### config.mk
export PLATFORM = sky130hd
export DESIGN_NAME = seven_segment_mux_with_key_scan
export DESIGN_NICKNAME = d
export VERILOG_FILES = /design/src/design/ssmks_pkg.sv /design/src/design/ssmks_key_scan.sv /design/src/design/seven_segment_mux_with_key_scan.sv
export SDC_FILE = /design/constraint.sdc
export NUM_CORES = 1
export LEC_CHECK = 0
export ABC_AREA = 1
export BUFFER_PORTS_ARGS = -buffer_cell sky130_fd_sc_hd__buf_2
export CAP_MARGIN = 15
export CORE_UTILIZATION = 55
export DETAILED_ROUTE_END_ITERATION = 10
export PLACE_DENSITY = 0.8
export SLEW_MARGIN = 10
export SYNTH_ARGS = -nofsm -noshare
export SYNTH_HDL_FRONTEND = slang
export SYNTH_HIERARCHICAL = 1
export SYNTH_SLANG_ARGS = --single-unit
export TNS_END_PERCENT = 10
### constraint.sdc
create_clock -name clk_i -period 6.65 [get_ports clk_i]
set_input_delay 0.9975 -clock clk_i [delete_from_list [all_inputs] [get_ports clk_i]]
set_output_delay 0.9975 -clock clk_i [all_outputs]
set_load 0.01 [all_outputs]
### src/design/ssmks_pkg.sv
// Shared types and constants for the seven-segment display multiplexer with key scan.
// Holds the glyph table, slot and key-code enums and the interface structs.
// No dependencies.
package ssmks_pkg;

  localparam int unsigned CntW          = 12;
  localparam int unsigned MaxDigitSlots = 6;
  localparam int unsigned Glyphs        = 35;

  localparam logic [CntW-1:0] PressMinRst  = 12'd30;
  localparam logic [CntW-1:0] LongStartRst = 12'd2000;
  localparam logic [CntW-1:0] LongEndRst   = 12'd2500;
  localparam logic [CntW-1:0] CountCapRst  = 12'd3000;

  localparam logic [2:0] WrStatus0 = 3'd6;
  localparam logic [2:0] WrStatus1 = 3'd7;

  localparam logic [7:0] GLYPH_TAB [Glyphs] = '{
    8'hc0, 8'hf9, 8'ha4, 8'hb0, 8'h99, 8'h92, 8'h82, 8'hf8, 8'h80, 8'h90,
    8'h40, 8'h79, 8'h24, 8'h30, 8'h19, 8'h12, 8'h02, 8'h78, 8'h00, 8'h10,
    8'hc6, 8'h89, 8'h8c, 8'hdc, 8'he3, 8'h86, 8'haf, 8'hbf, 8'hff, 8'hc7,
    8'h88, 8'ha1, 8'h83, 8'he3, 8'ha3
  };

  typedef enum logic [1:0] {
    CFG_PRESS_MIN,
    CFG_LONG_START,
    CFG_LONG_END,
    CFG_COUNT_CAP
  } cfg_reg_e;

  typedef enum logic [1:0] {
    KEY_NONE,
    KEY_SHORT,
    KEY_LONG
  } key_code_e;

  typedef enum logic [3:0] {
    SLOT_D0,
    SLOT_D1,
    SLOT_D2,
    SLOT_D3,
    SLOT_D4,
    SLOT_D5,
    SLOT_S0,
    SLOT_S1,
    SLOT_BLANK
  } slot_e;

  typedef struct packed {
    logic [CntW-1:0] press_min;
    logic [CntW-1:0] long_start;
    logic [CntW-1:0] long_end;
    logic [CntW-1:0] count_cap;
  } key_cfg_t;

  typedef struct packed {
    logic      valid;
    logic [1:0] slot;
    key_code_e code;
    logic      reload;
  } key_res_t;

  typedef struct packed {
    logic [7:0] digit_select;
    logic [7:0] segment_out;
    logic       key_valid;
    logic [1:0] key_slot;
    logic [1:0] key_code;
    logic       timeout_reload;
  } result_t;

  // Active-high segment pattern of a glyph code; unknown codes give all segments off.
  function automatic logic [7:0] glyph_pattern(input logic [7:0] code);
    logic [7:0] pat;
    pat = 8'hff;
    if (code < 8'(Glyphs)) begin
      pat = GLYPH_TAB[code[5:0]];
    end
    return ~pat;
  endfunction

endpackage

### src/design/ssmks_key_scan.sv
// Press counters and press classification for the keys on the shared key line.
// Depends on ssmks_pkg for the configuration and result structs.
module ssmks_key_scan #(
  parameter int unsigned KEYS = 4
) (
  input  logic                clk_i,
  input  logic                rst_ni,
  input  logic                scan_i,
  input  logic [1:0]          key_i,
  input  logic                level_i,
  input  ssmks_pkg::key_cfg_t cfg_i,
  output ssmks_pkg::key_res_t res_o
);
  import ssmks_pkg::*;

  logic [CntW-1:0] cnt_q [KEYS];
  logic [CntW-1:0] cnt_sel;
  logic [CntW-1:0] cnt_d;
  logic            hit;
  logic            upd;
  key_code_e       code;
  logic            reload;

  always_comb begin
    cnt_sel = '0;
    hit     = 1'b0;
    for (int i = 0; i < KEYS; i++) begin
      if (key_i == 2'(i)) begin
        cnt_sel = cnt_q[i];
        hit     = 1'b1;
      end
    end
  end

  always_comb begin
    code   = KEY_NONE;
    reload = 1'b0;
    if (!level_i) begin
      cnt_d = (cnt_sel < cfg_i.count_cap) ? cnt_sel + 12'd1 : cnt_sel;
      reload = (cnt_d == cfg_i.press_min);
      if (cnt_d >= cfg_i.press_min && cnt_d >= cfg_i.long_start &&
          cnt_d < cfg_i.long_end) begin
        code = KEY_LONG;
      end
    end else begin
      cnt_d = '0;
      if (cnt_sel >= cfg_i.press_min && cnt_sel < cfg_i.long_start) begin
        code   = KEY_SHORT;
        reload = 1'b1;
      end
    end
  end

  assign upd = scan_i && hit;

  assign res_o.valid  = upd;
  assign res_o.slot   = upd ? key_i : 2'd0;
  assign res_o.code   = upd ? code : KEY_NONE;
  assign res_o.reload = upd && reload;

  always_ff @(posedge clk_i or negedge rst_ni) begin
    if (!rst_ni) begin
      for (int i = 0; i < KEYS; i++) begin
        cnt_q[i] <= '0;
      end
    end else if (upd) begin
      for (int i = 0; i < KEYS; i++) begin
        if (key_i == 2'(i)) begin
          cnt_q[i] <= cnt_d;
        end
      end
    end
  end

  property p_cap_held;
    @(posedge clk_i) disable iff (!rst_ni)
      upd && !level_i && cnt_sel >= cfg_i.count_cap |=> 1'b1 ##0 $past(cnt_d) == $past(cnt_sel);
  endproperty
  a_cap_held: assert property (p_cap_held) else $error("press counter moved past its cap");

  a_release_clears: assert property (@(posedge clk_i) disable iff (!rst_ni)
    upd && level_i |-> cnt_d == '0)
    else $error("release did not clear the press counter");

  a_long_only_held: assert property (@(posedge clk_i) disable iff (!rst_ni)
    res_o.code == KEY_LONG |-> res_o.valid && !level_i)
    else $error("long press reported without a held key");

endmodule

### src/design/seven_segment_mux_with_key_scan.sv
// Top level of the multiplexed seven-segment display driver with shared-line key scan.
// Depends on ssmks_pkg and instantiates ssmks_key_scan.
//
//  Channel   Direction  Transfer when                  Carries
//  s_axis    in         s_axis_tvalid & s_axis_tready  refresh tick or display store write
//  m_axis    out        m_axis_tvalid & m_axis_tready  select, segments, key report
//  cfg       in         cfg_valid_i & cfg_ready_o      threshold register write
//
// One transfer is taken per cycle while s_axis_tready is high; its result is registered.
// A two-entry output buffer (output register plus skid register) sets the accept condition:
// s_axis_tready is low only while the skid register is full.
// Writes and ticks of the blank slot produce no result.
// Reset clears the slot sequencer, press counters and display stores and loads the default
// thresholds.
module seven_segment_mux_with_key_scan #(
  parameter int unsigned DIGITS = 6,
  parameter int unsigned KEYS   = 4
) (
  input  logic        clk_i,
  input  logic        rst_ni,
  input  logic        s_axis_tvalid,
  output logic        s_axis_tready,
  // [2:0] write_index, [10:3] write_value, [11] key_level, [15:12] zero
  input  logic [15:0] s_axis_tdata,
  // [0] kind
  input  logic        s_axis_tuser,
  output logic        m_axis_tvalid,
  input  logic        m_axis_tready,
  // [7:0] digit_select, [15:8] segment_out, [17:16] key_slot, [19:18] key_code,
  // [20] timeout_reload, [23:21] zero
  output logic [23:0] m_axis_tdata,
  // [0] key_valid
  output logic        m_axis_tuser,
  input  logic        cfg_valid_i,
  output logic        cfg_ready_o,
  input  logic [1:0]  cfg_index_i,
  input  logic [11:0] cfg_data_i
);
  import ssmks_pkg::*;

  localparam int unsigned DigitSlots = (DIGITS < MaxDigitSlots) ? DIGITS : MaxDigitSlots;

  key_cfg_t   cfg_q;
  slot_e      slot_q, slot_d;
  logic       dwell_q, dwell_d;
  logic [7:0] digit_q [DigitSlots];
  logic [7:0] status0_q, status1_q;

  result_t    out_q, out_d, skid_q, skid_d, res;
  logic       out_valid_q, out_valid_d, skid_valid_q, skid_valid_d;

  logic       in_acc, tick, wr, gen, out_take;
  logic [2:0] wr_idx;
  logic [7:0] wr_val;
  logic       key_level;

  logic       res_vld, scan;
  logic [1:0] scan_key;
  logic [7:0] dig_seg;
  logic [7:0] seg;
  key_res_t   key_res;

  assign cfg_ready_o   = 1'b1;
  assign s_axis_tready = !skid_valid_q;
  assign in_acc        = s_axis_tvalid && s_axis_tready;
  assign tick          = in_acc && !s_axis_tuser;
  assign wr            = in_acc && s_axis_tuser;
  assign wr_idx        = s_axis_tdata[2:0];
  assign wr_val        = s_axis_tdata[10:3];
  assign key_level     = s_axis_tdata[11];

  always_ff @(posedge clk_i or negedge rst_ni) begin
    if (!rst_ni) begin
      cfg_q.press_min  <= PressMinRst;
      cfg_q.long_start <= LongStartRst;
      cfg_q.long_end   <= LongEndRst;
      cfg_q.count_cap  <= CountCapRst;
    end else if (cfg_valid_i) begin
      unique case (cfg_reg_e'(cfg_index_i))
        CFG_PRESS_MIN:  cfg_q.press_min  <= cfg_data_i;
        CFG_LONG_START: cfg_q.long_start <= cfg_data_i;
        CFG_LONG_END:   cfg_q.long_end   <= cfg_data_i;
        CFG_COUNT_CAP:  cfg_q.count_cap  <= cfg_data_i;
        default: ;
      endcase
    end
  end

  always_ff @(posedge clk_i or negedge rst_ni) begin
    if (!rst_ni) begin
      for (int i = 0; i < DigitSlots; i++) begin
        digit_q[i] <= '0;
      end
      status0_q <= '0;
      status1_q <= '0;
    end else if (wr) begin
      for (int i = 0; i < DigitSlots; i++) begin
        if (wr_idx == 3'(i)) begin
          digit_q[i] <= wr_val;
        end
      end
      if (wr_idx == WrStatus0) begin
        status0_q <= wr_val;
      end
      if (wr_idx == WrStatus1) begin
        status1_q <= wr_val;
      end
    end
  end

  always_comb begin
    slot_d  = slot_q;
    dwell_d = dwell_q;
    if (tick) begin
      unique case (slot_q)
        SLOT_D0, SLOT_D1, SLOT_D2, SLOT_S0, SLOT_S1: begin
          slot_d = slot_e'(4'(slot_q) + 4'd1);
        end
        SLOT_D3, SLOT_D4, SLOT_D5: begin
          if (dwell_q) begin
            dwell_d = 1'b0;
            slot_d  = slot_e'(4'(slot_q) + 4'd1);
          end else begin
            dwell_d = 1'b1;
          end
        end
        default: begin
          slot_d  = SLOT_D0;
          dwell_d = 1'b0;
        end
      endcase
    end
  end

  always_ff @(posedge clk_i or negedge rst_ni) begin
    if (!rst_ni) begin
      slot_q  <= SLOT_D0;
      dwell_q <= 1'b0;
    end else begin
      slot_q  <= slot_d;
      dwell_q <= dwell_d;
    end
  end

  always_comb begin
    dig_seg = 8'h00;
    for (int i = 0; i < DigitSlots; i++) begin
      if (4'(slot_q) == 4'(i)) begin
        dig_seg = glyph_pattern(digit_q[i]);
      end
    end
  end

  always_comb begin
    res_vld  = 1'b1;
    scan     = 1'b0;
    scan_key = 2'd0;
    seg      = dig_seg;
    unique case (slot_q)
      SLOT_D0: begin
        scan     = 1'b1;
        scan_key = 2'd0;
      end
      SLOT_D2: begin
        scan     = 1'b1;
        scan_key = 2'd1;
      end
      SLOT_D4: begin
        scan     = 1'b1;
        scan_key = 2'd2;
      end
      SLOT_S0: begin
        scan     = 1'b1;
        scan_key = 2'd3;
        seg      = status0_q;
      end
      SLOT_S1: begin
        seg = status1_q;
      end
      SLOT_D1, SLOT_D3, SLOT_D5: ;
      default: begin
        res_vld = 1'b0;
      end
    endcase
  end

  ssmks_key_scan #(
    .KEYS (KEYS)
  ) u_key_scan (
    .clk_i   (clk_i),
    .rst_ni  (rst_ni),
    .scan_i  (tick && scan),
    .key_i   (scan_key),
    .level_i (key_level),
    .cfg_i   (cfg_q),
    .res_o   (key_res)
  );

  always_comb begin
    res.digit_select   = ~(8'd1 << slot_q[2:0]);
    res.segment_out    = seg;
    res.key_valid      = key_res.valid;
    res.key_slot       = key_res.slot;
    res.key_code       = key_res.code;
    res.timeout_reload = key_res.reload;
  end

  assign gen      = tick && res_vld;
  assign out_take = out_valid_q && m_axis_tready;

  always_comb begin
    out_d        = out_q;
    out_valid_d  = out_valid_q;
    skid_d       = skid_q;
    skid_valid_d = skid_valid_q;
    if (out_take) begin
      out_valid_d = 1'b0;
    end
    if (skid_valid_q && out_take) begin
      out_d        = skid_q;
      out_valid_d  = 1'b1;
      skid_valid_d = 1'b0;
    end
    if (gen) begin
      if (!out_valid_q || out_take) begin
        out_d       = res;
        out_valid_d = 1'b1;
      end else begin
        skid_d       = res;
        skid_valid_d = 1'b1;
      end
    end
  end

  always_ff @(posedge clk_i or negedge rst_ni) begin
    if (!rst_ni) begin
      out_valid_q  <= 1'b0;
      skid_valid_q <= 1'b0;
    end else begin
      out_valid_q  <= out_valid_d;
      skid_valid_q <= skid_valid_d;
    end
  end

  always_ff @(posedge clk_i) begin
    out_q  <= out_d;
    skid_q <= skid_d;
  end

  assign m_axis_tvalid = out_valid_q;
  assign m_axis_tuser  = out_q.key_valid;
  assign m_axis_tdata  = {3'b000, out_q.timeout_reload, out_q.key_code, out_q.key_slot,
                          out_q.segment_out, out_q.digit_select};

  a_skid_behind_out: assert property (@(posedge clk_i) disable iff (!rst_ni)
    skid_valid_q |-> out_valid_q)
    else $error("skid register full while output register is empty");

  a_dwell_slots: assert property (@(posedge clk_i) disable iff (!rst_ni)
    dwell_q |-> (slot_q == SLOT_D3 || slot_q == SLOT_D4 || slot_q == SLOT_D5))
    else $error("dwell flag set outside a dwelling slot");

  a_write_holds_seq: assert property (@(posedge clk_i) disable iff (!rst_ni)
    wr |=> $stable(slot_q) && $stable(dwell_q))
    else $error("display write moved the slot sequencer");

  a_key_in_scan_slot: assert property (@(posedge clk_i) disable iff (!rst_ni)
    m_axis_tvalid && m_axis_tuser |->
      (m_axis_tdata[7:0] == 8'hfe || m_axis_tdata[7:0] == 8'hfb ||
       m_axis_tdata[7:0] == 8'hef || m_axis_tdata[7:0] == 8'hbf))
    else $error("key report in a slot without a key scan");

endmodule
==> implementation parameters <==
Parameter                              Value

Status
  Result of the run ... finished, final reports clean

Clock tree
  CTS tree ... done
  Setup repair bufs after CTS ... 0
  Number of buffers created by CTS ... 25
  CTS H-tree depth ... 1
  Skew-Pair Late Insertion Delay ... about 0.54 ns
  Root buffer selected by CTS ... sky130_fd_sc_hd__clkbuf_16
  Number of sinks on the clock net ... approximately 210
  Count of hold buffers inserted by post-cts repair ... 0
  Count of cells resized by post-cts repair ... 0
  Clock tree buffer depth ... 3
  CTS clock-pin slew for the worst setup and hold paths ... roughly 0.06 ns

Logic synthesis
  Synthesis-stage register bit count ... 211
  Share of async-settable or async-resettable flops after synthesis ... 79.1%
  Primary FF master, synth ... sky130_fd_sc_hd__dfrtp_1
  Post-Syn Area per Cell ... about 7.2 um^2
  Number of distinct library cells after synthesis ... 55
  Synth Instances ... 1978
  Synthesis warning total ... 6
  Cell area after synthesis ... 14200 um^2
  Share of the yosys chip area belonging to registers ... 37.3%
  Number of enable flip-flop cells after synthesis ... 22

Die
  Number of top-level pins ... 64
  Die Y-Extent ... between 150 and 200 um
  Core area ... 25300 um^2
  Die Wd ... 163 um
  Die ar. ... 26500 um^2
  Row Count ... 58
  Effective utilization at floorplan ... 56.4%

Worst setup path
  Start point of the critical path ... slot_q[0]
  Worst R2R Start ... slot_q[0]
  Critical Path Most Common Cell ... sky130_fd_sc_hd__inv_1
  Worst endpoint data arrival time ... around 6.4 ns
  Classification of the worst setup path ... register to register
  Largest fanout on the critical path ... 11
  Cell type of the slowest stage on the worst timing path ... sky130_fd_sc_hd__dfrtp_1
  Worst path max stage delay ... approximately 0.37 ns
  Worst Path Required ... ~7.1 ns
  Worst setup EP type ... register
  Category of the worst setup path launch point ... register

STA
  Final-report max-slew violation count ... 0
  Final total negative setup slack ... 0 ns
  Highest achievable clock rate ... 169 MHz
  Final worst path period need ... between 5 and 6 ns
  Final-report setup violation count ... 0
  Max_slew headroom ... between 20% and 30%
  Final period utilization ... 89.2%
  Slew @ Worst Pin ... approximately 1.1 ns
  Unrepaired setup endpoints after global routing ... no
  Clock tree skew after final layout ... between 0.009 and 0.01 ns
  Total count of hold-check failures in the final report ... 0

Final layout
  Most frequent cells in the layout ... sky130_fd_sc_hd__nand2_1, sky130_fd_sc_hd__inv_1, sky130_fd_sc_hd__nand3_1
  Number of filler cells placed in the layout ... between 2000 and 2500
  Antenna diode count ... 0
  Commonest non-fill, non-tap cell in the layout ... sky130_fd_sc_hd__nand2_1
  Final standard cell count with taps included and fillers excluded ... between 2000 and 2500
  Share of final-layout standard cells stronger than drive strength 1 ... around a tenth
  P&R area growth vs syn ... 8.93%
  Nets ... 2155

GRT
  Via count of the first global-routing pass ... around 12000
  Largest net degree at the start of global routing ... between 70 and 80
  Global-route wire length before repair ... slightly above 60000 um
  Total global routing overflow ... 0
  Combined global-route utilization of all metal layers ... between 20% and 30%
  Initial antenna violation count ... 0

Route
  Wire length per cell ... around 16 um
  Detailed-route wire length ... 37500 um
  # DRC ... 0
  Number of routed nets with antenna violations ... 0
  Initial DRC Count ... 1488
  Post-detailed-route via-to-cell ratio ... approximately 5.6
  Count of TritonRoute iterations in the first routing pass ... 6
  Number of vias after detailed routing ... approximately 13000

Place
  Cell Count Post-Placement ... ~2300
  Routability congestion estimate from global placement ... 0.935
  Final HPWL DP ... about 27000 um
  Count of port buffers added during placement ... 55

Power and ir drop
  Power density normalized to cell area ... between 200 and 250 nW/um^2
  Peak VDD IR ... 208 uV
  Leakage component of the power ... between 7 and 8 nW

Flow run
  Number of violations of the max-capacitance limit ... 0

Min path
  Class of the worst hold path ... primary input to async pin
## power by group
group          internal, mW  switching (mW)
combinational         0.145           0.272
sequential             1.37          0.0281
clock                 0.800           0.567
## worst max-delay path, delay by kind of cell, from the launching register on
kind                       cells  cell delay (ns)
adders and majority gates      3             0.92
AOI/OAI and AO/OA              8             1.51
DFF                            1             0.37
buffers and inverters          9             1.13
and+or+nand+nor               14             1.90
## synthesized netlist by cell type, drive strengths merged, types with 5 or more instances
cell type	instances	share of area, %
nand2	607	16
inv	258	6.8
o21ai	223	8.0
nand3	207	7.5
dfrtp	145	25
nor2	118	3.4
ha	110	9.7
a21oi	52	1.9
buf	41	1.9
clkbuf	25	0.66
nand4	23	1.0
dfstp	22	4.1
dfxtp	22	3.1
edfxtp	22	4.6
o22ai	15	0.90
clkinv	13	0.34
mux2i	13	0.91
o211ai	10	0.53
a31oi	5	0.22
nor3	5	0.29
o221ai	5	0.31
## state kept, by name, indices dropped and copies added (netlist names)
register	flops
skid_valid_q	1
cfg_q	48
digit_q	48
m_axis_tuser	1
u_key_scan/cnt_q	48
m_axis_tdata	21
status0_q	8
slot_q	4
m_axis_tvalid	1
dwell_q	1
skid_q	22
status1_q	8
## layer usage
layer	vias up	part of all wire, %	wire, um	global-route usage [%]
met2	489	47	17800	48.3
met4	0	4.7	1780	13.3
met1	6100	42	15900	36.7
met5	-	0	0	0
met3	113	5.3	1990	2.95
li1	6486	-	-	-
## final timing paths
kind                                   endpoint  slack [ns]  cells after the start
max                            m_axis_tdata[19]        0.72                     34
min                        u_key_scan/cnt_q[28]        0.46                      1
max reg2reg                    m_axis_tdata[19]        0.72                     34
min reg2reg                u_key_scan/cnt_q[20]        0.48                      2
max in group asynchronous           digit_q[25]        5.02                      2
min in group clk_i         u_key_scan/cnt_q[20]        0.48                      2
## through the flow
stage / hold WS [ns] / setup WS [ns] / power (mW) / instance area (um^2) / util, %
6_report: 0.462 / 0.716 / 3.18 / 15500 / 61.4
5_1_grt: 0.498 / 0.194 / 3.32 / 15500 / 61.4
4_1_cts: 0.475 / 0.817 / 3.20 / 15500 / 61.3
3_5_place_dp: 0.466 / 0.833 / 1.83 / 14700 / 58.1
3_3_place_gp: 0.464 / 1.05 / 1.80 / 14700 / 58.1
2_1_floorplan: 0.444 / 2.12 / 1.69 / 14200 / -
## layout make-up
type / count / area [um^2] / area share (%)
multi-input combinational: 1432 / 7550 / 48.7
sequential: 211 / 5310 / 34.2
inverter: 271 / 1020 / 6.58
clock buffer: 32 / 672 / 4.33
tap: 330 / 413 / 2.66
timing repair buffer: 68 / 387 / 2.49
clock inverter: 14 / 149 / 0.960
## logic make-up after synthesis
group / count (synthesis) / synth area share [%]
AOI/OAI and AO/OA: 326 / 12.8
xor gates and xnor gates: 7 / 0.431
adders and majority gates: 110 / 9.67
buffers and inverters: 337 / 9.69
DFF: 211 / 37.3
muxes: 15 / 1.07
other: 2 / 0.0528
and+or+nand+nor: 970 / 29.0
Power figures use the tool's default switching activity.
